[config.mk]
export PLATFORM = sky130hd
export DESIGN_NAME = pcrg_basis
export DESIGN_NICKNAME = d
export VERILOG_FILES = /design/src/rtl/pinhole_camera_ray_generator_core_defines.svh /design/src/rtl/pcrg_pkg.sv /design/src/rtl/pcrg_basis.sv
export SDC_FILE = /design/constraint.sdc
export NUM_CORES = 2
export LEC_CHECK = 0
export BUFFER_PORTS_ARGS = -buffer_cell sky130_fd_sc_hd__buf_2
export CAP_MARGIN = 5
export CORE_ASPECT_RATIO = 1.5
export CORE_UTILIZATION = 61
export DETAILED_ROUTE_END_ITERATION = 10
export PLACE_DENSITY = 0.8
export SETUP_SLACK_MARGIN = 0.4
export SYNTH_ARGS = -nofsm -noshare
export SYNTH_HDL_FRONTEND = slang
export SYNTH_SLANG_ARGS = --single-unit
export TNS_END_PERCENT = 50
[constraint.sdc]
create_clock -name clk -period 18.1 [get_ports clk]
set_input_delay 2.715 -clock clk [delete_from_list [all_inputs] [get_ports clk]]
set_output_delay 2.715 -clock clk [all_outputs]
set_load 0.02 [all_outputs]
[src/rtl/pinhole_camera_ray_generator_core_defines.svh]
// Assertion macros used by the ray generator top level
`ifndef PINHOLE_CAMERA_RAY_GENERATOR_CORE_DEFINES_SVH
`define PINHOLE_CAMERA_RAY_GENERATOR_CORE_DEFINES_SVH

// Same-cycle implication, sampled on clk, off during rst
`define PCRG_ASSERT_NOW(label, ante, cons, msg) \
  label: assert property (@(posedge clk) disable iff (rst) (ante) |-> (cons)) else $error(msg);

// Next-cycle implication, sampled on clk, off during rst
`define PCRG_ASSERT_NEXT(label, ante, cons, msg) \
  label: assert property (@(posedge clk) disable iff (rst) (ante) |=> (cons)) else $error(msg);

`endif

[src/rtl/pcrg_pkg.sv]
// Shared types, widths, codes and helpers of the ray generator
`default_nettype none
package pcrg_pkg;

  localparam int FRAC_BITS = 14;
  localparam int PIX_W     = 12;
  localparam int COMP_W    = 16;
  localparam int TAN_W     = 24;
  localparam int DIM_W     = 13;
  localparam int IDX_W     = 3;
  localparam int CFG_W     = 24;

  localparam int WIDE_W = 54;                  // signed direction sum
  localparam int MAG_W  = 30;                  // normalized magnitude
  localparam int SUM_W  = 2 * MAG_W + 2;       // sum of three squares
  localparam int RES_W  = SUM_W + 1;           // square-root work register
  localparam int LEN_W  = MAG_W + 1;           // vector length
  localparam int QUO_W  = FRAC_BITS + 1;       // unit component magnitude
  localparam int REM_W  = MAG_W + FRAC_BITS + 2;
  localparam int SQRT_STEPS = SUM_W / 2;

  localparam logic [IDX_W-1:0] REG_FWD_X        = 3'd0;
  localparam logic [IDX_W-1:0] REG_FWD_Y        = 3'd1;
  localparam logic [IDX_W-1:0] REG_FWD_Z        = 3'd2;
  localparam logic [IDX_W-1:0] REG_HALF_FOV_TAN = 3'd3;
  localparam logic [IDX_W-1:0] REG_IMAGE_WIDTH  = 3'd4;
  localparam logic [IDX_W-1:0] REG_IMAGE_HEIGHT = 3'd5;

  localparam logic [13:0] UP_SWITCH_SCALE = 14'd10000;
  localparam logic [30:0] UP_SWITCH_LIMIT = 31'(9999 << FRAC_BITS);

  typedef logic signed [COMP_W-1:0] comp_t;
  typedef logic signed [WIDE_W-1:0] wide_t;

  typedef struct packed {
    logic  valid;
    logic  basis;
    wide_t x;
    wide_t y;
    wide_t z;
  } norm_req_t;

  typedef struct packed {
    logic  valid;
    logic  basis;
    logic  zero;
    comp_t x;
    comp_t y;
    comp_t z;
  } norm_rsp_t;

  typedef struct packed {
    logic  ready;
    logic  deg;
    comp_t rx;
    comp_t ry;
    comp_t rz;
    comp_t ux;
    comp_t uy;
    comp_t uz;
  } basis_t;

  typedef struct packed {
    logic       valid;
    logic       basis;
    logic       zero;
    logic [2:0] neg;
  } nctl_t;

  typedef struct packed {
    nctl_t                  ctl;
    logic [WIDE_W-1:0]      mx;
    logic [2:0][WIDE_W-1:0] m;
  } nshift_t;

  function automatic wide_t widen17(input logic signed [16:0] v);
    return {{(WIDE_W-17){v[16]}}, v};
  endfunction

  function automatic wide_t widen33(input logic signed [32:0] v);
    return {{(WIDE_W-33){v[32]}}, v};
  endfunction

  // Shift right by s when the largest magnitude sits at or above bit MAG_W-1+s
  function automatic nshift_t shr_step(input nshift_t v, input int unsigned s);
    nshift_t o;
    o = v;
    if ((v.mx >> (MAG_W - 1 + s)) != '0) begin
      o.mx = v.mx >> s;
      for (int i = 0; i < 3; i++) begin
        o.m[i] = v.m[i] >> s;
      end
    end
    return o;
  endfunction

  // Shift left by s when the largest magnitude sits below bit MAG_W-s
  function automatic nshift_t shl_step(input nshift_t v, input int unsigned s);
    nshift_t o;
    o = v;
    if ((v.mx >> (MAG_W - s)) == '0) begin
      o.mx = v.mx << s;
      for (int i = 0; i < 3; i++) begin
        o.m[i] = v.m[i] << s;
      end
    end
    return o;
  endfunction

endpackage
`default_nettype wire

[src/rtl/pcrg_basis.sv]
// Camera basis sequencer: right and up vectors through the shared normalizer
`default_nettype none
module pcrg_basis (
  input  wire logic                clk,
  input  wire logic                rst,
  input  wire logic                restart,
  input  wire logic                en,
  input  wire pcrg_pkg::comp_t     fwd_x,
  input  wire pcrg_pkg::comp_t     fwd_y,
  input  wire pcrg_pkg::comp_t     fwd_z,
  input  wire pcrg_pkg::norm_rsp_t rsp,
  output pcrg_pkg::norm_req_t      req,
  output pcrg_pkg::basis_t         basis
);
  import pcrg_pkg::*;

  localparam logic [2:0] ST_ISSUE_R = 3'd0;
  localparam logic [2:0] ST_WAIT_R  = 3'd1;
  localparam logic [2:0] ST_CROSS   = 3'd2;
  localparam logic [2:0] ST_ISSUE_U = 3'd3;
  localparam logic [2:0] ST_WAIT_U  = 3'd4;
  localparam logic [2:0] ST_READY   = 3'd5;

  logic [2:0] state;
  logic       pend;
  logic       deg_r, deg_u;
  comp_t      rx, ry, rz, ux, uy, uz;
  wide_t      uvx, uvy, uvz;
  logic       took_rsp;

  logic [COMP_W:0]        fy_mag;
  logic [30:0]            fy_scaled;
  logic signed [COMP_W:0] fx_e, fy_e, fz_e;
  logic signed [32:0]     cx, cy, cz;
  norm_req_t              rv_req, uv_req;

  always_comb begin
    fx_e = {fwd_x[COMP_W-1], fwd_x};
    fy_e = {fwd_y[COMP_W-1], fwd_y};
    fz_e = {fwd_z[COMP_W-1], fwd_z};
    fy_mag = fwd_y[COMP_W-1] ? ((COMP_W+1)'(0) - fy_e) : fy_e;
    fy_scaled = 31'(fy_mag) * 31'(UP_SWITCH_SCALE);

    rv_req.valid = 1'b1;
    rv_req.basis = 1'b1;
    if (fy_scaled > UP_SWITCH_LIMIT) begin
      // forward nearly vertical: take world z as up
      rv_req.x = widen17((COMP_W+1)'(0) - fy_e);
      rv_req.y = widen17(fx_e);
      rv_req.z = '0;
    end else begin
      rv_req.x = widen17(fz_e);
      rv_req.y = '0;
      rv_req.z = widen17((COMP_W+1)'(0) - fx_e);
    end

    uv_req.valid = 1'b1;
    uv_req.basis = 1'b1;
    uv_req.x = uvx;
    uv_req.y = uvy;
    uv_req.z = uvz;

    // extend every operand first so the products are formed at full width
    cx = 33'(fy_e) * 33'(rz) - 33'(fz_e) * 33'(ry);
    cy = 33'(fz_e) * 33'(rx) - 33'(fx_e) * 33'(rz);
    cz = 33'(fx_e) * 33'(ry) - 33'(fy_e) * 33'(rx);

    req = (state == ST_ISSUE_U) ? uv_req : rv_req;
    req.valid = ((state == ST_ISSUE_R) || (state == ST_ISSUE_U)) && !pend;
    took_rsp = rsp.valid && rsp.basis && en;
  end

  always_ff @(posedge clk) begin
    if (rst) begin
      state <= ST_ISSUE_R;
      pend <= 1'b0;
    end else begin
      // one basis request in flight at a time; a stale answer only clears pend
      if (req.valid && en) begin
        pend <= 1'b1;
      end else if (took_rsp) begin
        pend <= 1'b0;
      end
      if (restart) begin
        state <= ST_ISSUE_R;
      end else begin
        case (state)
          ST_ISSUE_R: if (req.valid && en) state <= ST_WAIT_R;
          ST_WAIT_R:  if (took_rsp) state <= ST_CROSS;
          ST_CROSS:   state <= ST_ISSUE_U;
          ST_ISSUE_U: if (req.valid && en) state <= ST_WAIT_U;
          ST_WAIT_U:  if (took_rsp) state <= ST_READY;
          ST_READY:   state <= ST_READY;
          default:    state <= ST_ISSUE_R;
        endcase
      end
    end
  end

  always_ff @(posedge clk) begin
    if (state == ST_WAIT_R && took_rsp) begin
      rx <= rsp.x;
      ry <= rsp.y;
      rz <= rsp.z;
      deg_r <= rsp.zero;
    end
    if (state == ST_CROSS) begin
      uvx <= widen33(cx);
      uvy <= widen33(cy);
      uvz <= widen33(cz);
    end
    if (state == ST_WAIT_U && took_rsp) begin
      ux <= rsp.x;
      uy <= rsp.y;
      uz <= rsp.z;
      deg_u <= rsp.zero;
    end
  end

  always_comb begin
    basis.ready = (state == ST_READY);
    basis.deg = deg_r | deg_u;
    basis.rx = rx;
    basis.ry = ry;
    basis.rz = rz;
    basis.ux = ux;
    basis.uy = uy;
    basis.uz = uz;
  end

endmodule
`default_nettype wire

==> out/metrics.cfg <==
[floorplan]
core_area_um2 = 117900
dieWidth_um = 284.0
row_count = 154
pin_count = 365
dieArea_um2 = 120700
start_util_pct = 61.72
die_y_um = 425.0

[outcome]
status = complete, no violations

[cts]
cts_tree = done
clkLatencyLatePin_ps = 630
cts_setup_buffers = 0
postCtsHoldBufs = 0
clockRootBuffer = clkbuf_16
clock_path_buffers = 3
cts_sinks = 201
clkTransAtPathRegs_ps = 60
cts.repair.resized = 0
numCtsBuffers = 25
cts_max_level = 1

[timing]
max_freq_ghz = 0.06559
finalCriticalPeriod_ps = 15250
period_share_pct = 84.23
finalHoldViolCount = 0
fin_skew_ps = 24.13
rsz0062_at_grt = no
slew_violations = 0
setup_violations = 0
fin_setup_tns_ps = 0
worst_pin_slew_ps = 1098
max_slew_margin_pct = 26.55
hold_slack_ps = 565.1

[critical_path]
path_buf_inv = 7
setup.worst_path.start_class = primary input
cpPeakStageDelay_ps = 870
crit_arrival_ps = 12530
critPathCaptureType = output port
path_delay_family = simple AND/OR/NAND/NOR gates
critPathRequiredTime_ps = 15390
path_class = primary input to output port
critPathSlowestCell = o31ai_2
path_max_fanout = 36

[global_routing]
grt_pass1_wl_um = 316200
grt_overflow = 0
antenna_found_initial = 12
grt_max_degree = 71
grt_pass1_vias = 58490
grt_use_total_pct = 34.53

[cells_and_area]
drive_gt1_share_pct = 6.845
final_common_cell = inv_1
multi_input_area_um2 = 57230
fill_cells = 9314
seqCellArea_um2 = 5996
final_area_um2 = 76240
postLayoutCoreUtil_pct = 64.65
synthToLayoutAreaGrowth_pct = 4.752
final_cell_mix = inv_1 (2064), fa_1 (1799), nand2_1 (864)
final_nets = 10090

[route]
drt_iter0_markers = 3738
via_count = 51930
wl_met1_um = 64520
drc_errors = 0
wl_met3_um = 16310
dr.pass1.iters = 8
route.antenna.remaining_nets = 0
wl_per_cell_um = 21.42
wl_met2_um = 97720
via_per_inst = 5.642
totalWireLength_um = 197200
routed.top_layer = met5

[hold_path]
hold_class = register to register

[placed_design]
place_hpwl_um = 154300
portBuffers = 363
gp_congestion = 0.9900
place_area_um2 = 75420

[logic_synthesis]
ys_warn_count = 0
yosys_register_bits = 201
syn_nets = 10040
synth_cell_types = 69
syn-instance-count = 7565
netlist_area_um2 = 72780
synth-edff-count = 197
yosysSeqAreaShare_pct = 8.238
avgSynthCellArea_um2 = 9.620
synth-main-ff-cell = edfxtp_1
synth-async-reset-ratio_pct = 0

[flow_run]
cap_violations = 0

==> worst paths after layout <==
kind / slack (ps) / depth (start not counted) / to / start
max: 2850 / 32 / req[140] / fwd_y[0]
min: 570 / 2 / pend / pend
max reg2reg: 8990 / 27 / uvy[32] / rz[0]
min reg2reg: 570 / 2 / pend / pend
==> metrics by stage <==
stage / std cells / worst slack [ps]
finish: 9204 / 2854
CTS: 9200 / 2845
floorplan: 7565 / 3651
global placement: 9156 / 3055
detailed placement: 9156 / 2870
global route: 9202 / 2293
==> cell families (layout without fill, tap and decap cells) <==
kind of cell               count (synthesis)  count (layout)  synth area share [%]
buffers and inverters                   2487            2563                 13.18
adders and majority gates               2367            2367                 59.25
and+or+nand+nor                         1886            1886                 12.77
AOI/OAI and AO/OA                        401             401                 3.853
xor gates and xnor gates                 217             217                 2.622
DFF                                      201             201                 8.238
muxes                                      5               5               0.07564
other                                      1               4              0.005153
==> sequential cells by signal, indices dropped and copies added, names as in the netlist <==
register,flops
state,3
deg_r,1
uvy,33
rx,16
uvz,33
uy,16
ux,16
ry,16
deg_u,1
uvx,33
uz,16
rz,16
pend,1
==> worst min-delay path, cell delays in order (launching register included) <==
cell and delay, ps:
dfxtp_1 370, a22oi_1 80, nor2_1 80
==> metal layers <==
metal	vias to the layer above	track usage (%)
met2	2624	58.87
met4	6	26.46
met3	794	5.445
met5	-	0
li1	21920	-
met1	26590	39.05
==> Yosys cell counts (all sizes together), types with 28 or more instances <==
cell type | number | area, um2
edfxtp | 197 | 5916
clkbuf | 327 | 1227
nor3 | 28 | 140.1
fa | 1799 | 36010
a21o | 94 | 705.7
nand2b | 50 | 312.8
inv | 2064 | 7747
buf | 93 | 608.1
a21oi | 86 | 430.4
and2 | 695 | 4348
o21ai | 38 | 193.9
nand2 | 864 | 3243
a22o | 31 | 271.5
xnor2 | 175 | 1540
ha | 568 | 7107
nand3 | 36 | 180.2
xor2 | 42 | 367.9
nor2 | 132 | 495.5
o31ai | 38 | 285.3
==> final cells by class <==
class                   instances  area share (%)
multi-input cells            4877           75.07
inverters                    2067           10.18
flip-flops and latches        201           7.865
repair buffers                452           3.264
well taps                    1560           2.560
clock buffers                  26          0.8255
clock inverters                18          0.2248
diodes                          3        0.009847
Power is left out: the tool's default activity adds up to more than one toggle a clock period on the data nets, which glitch-free logic cannot reach.
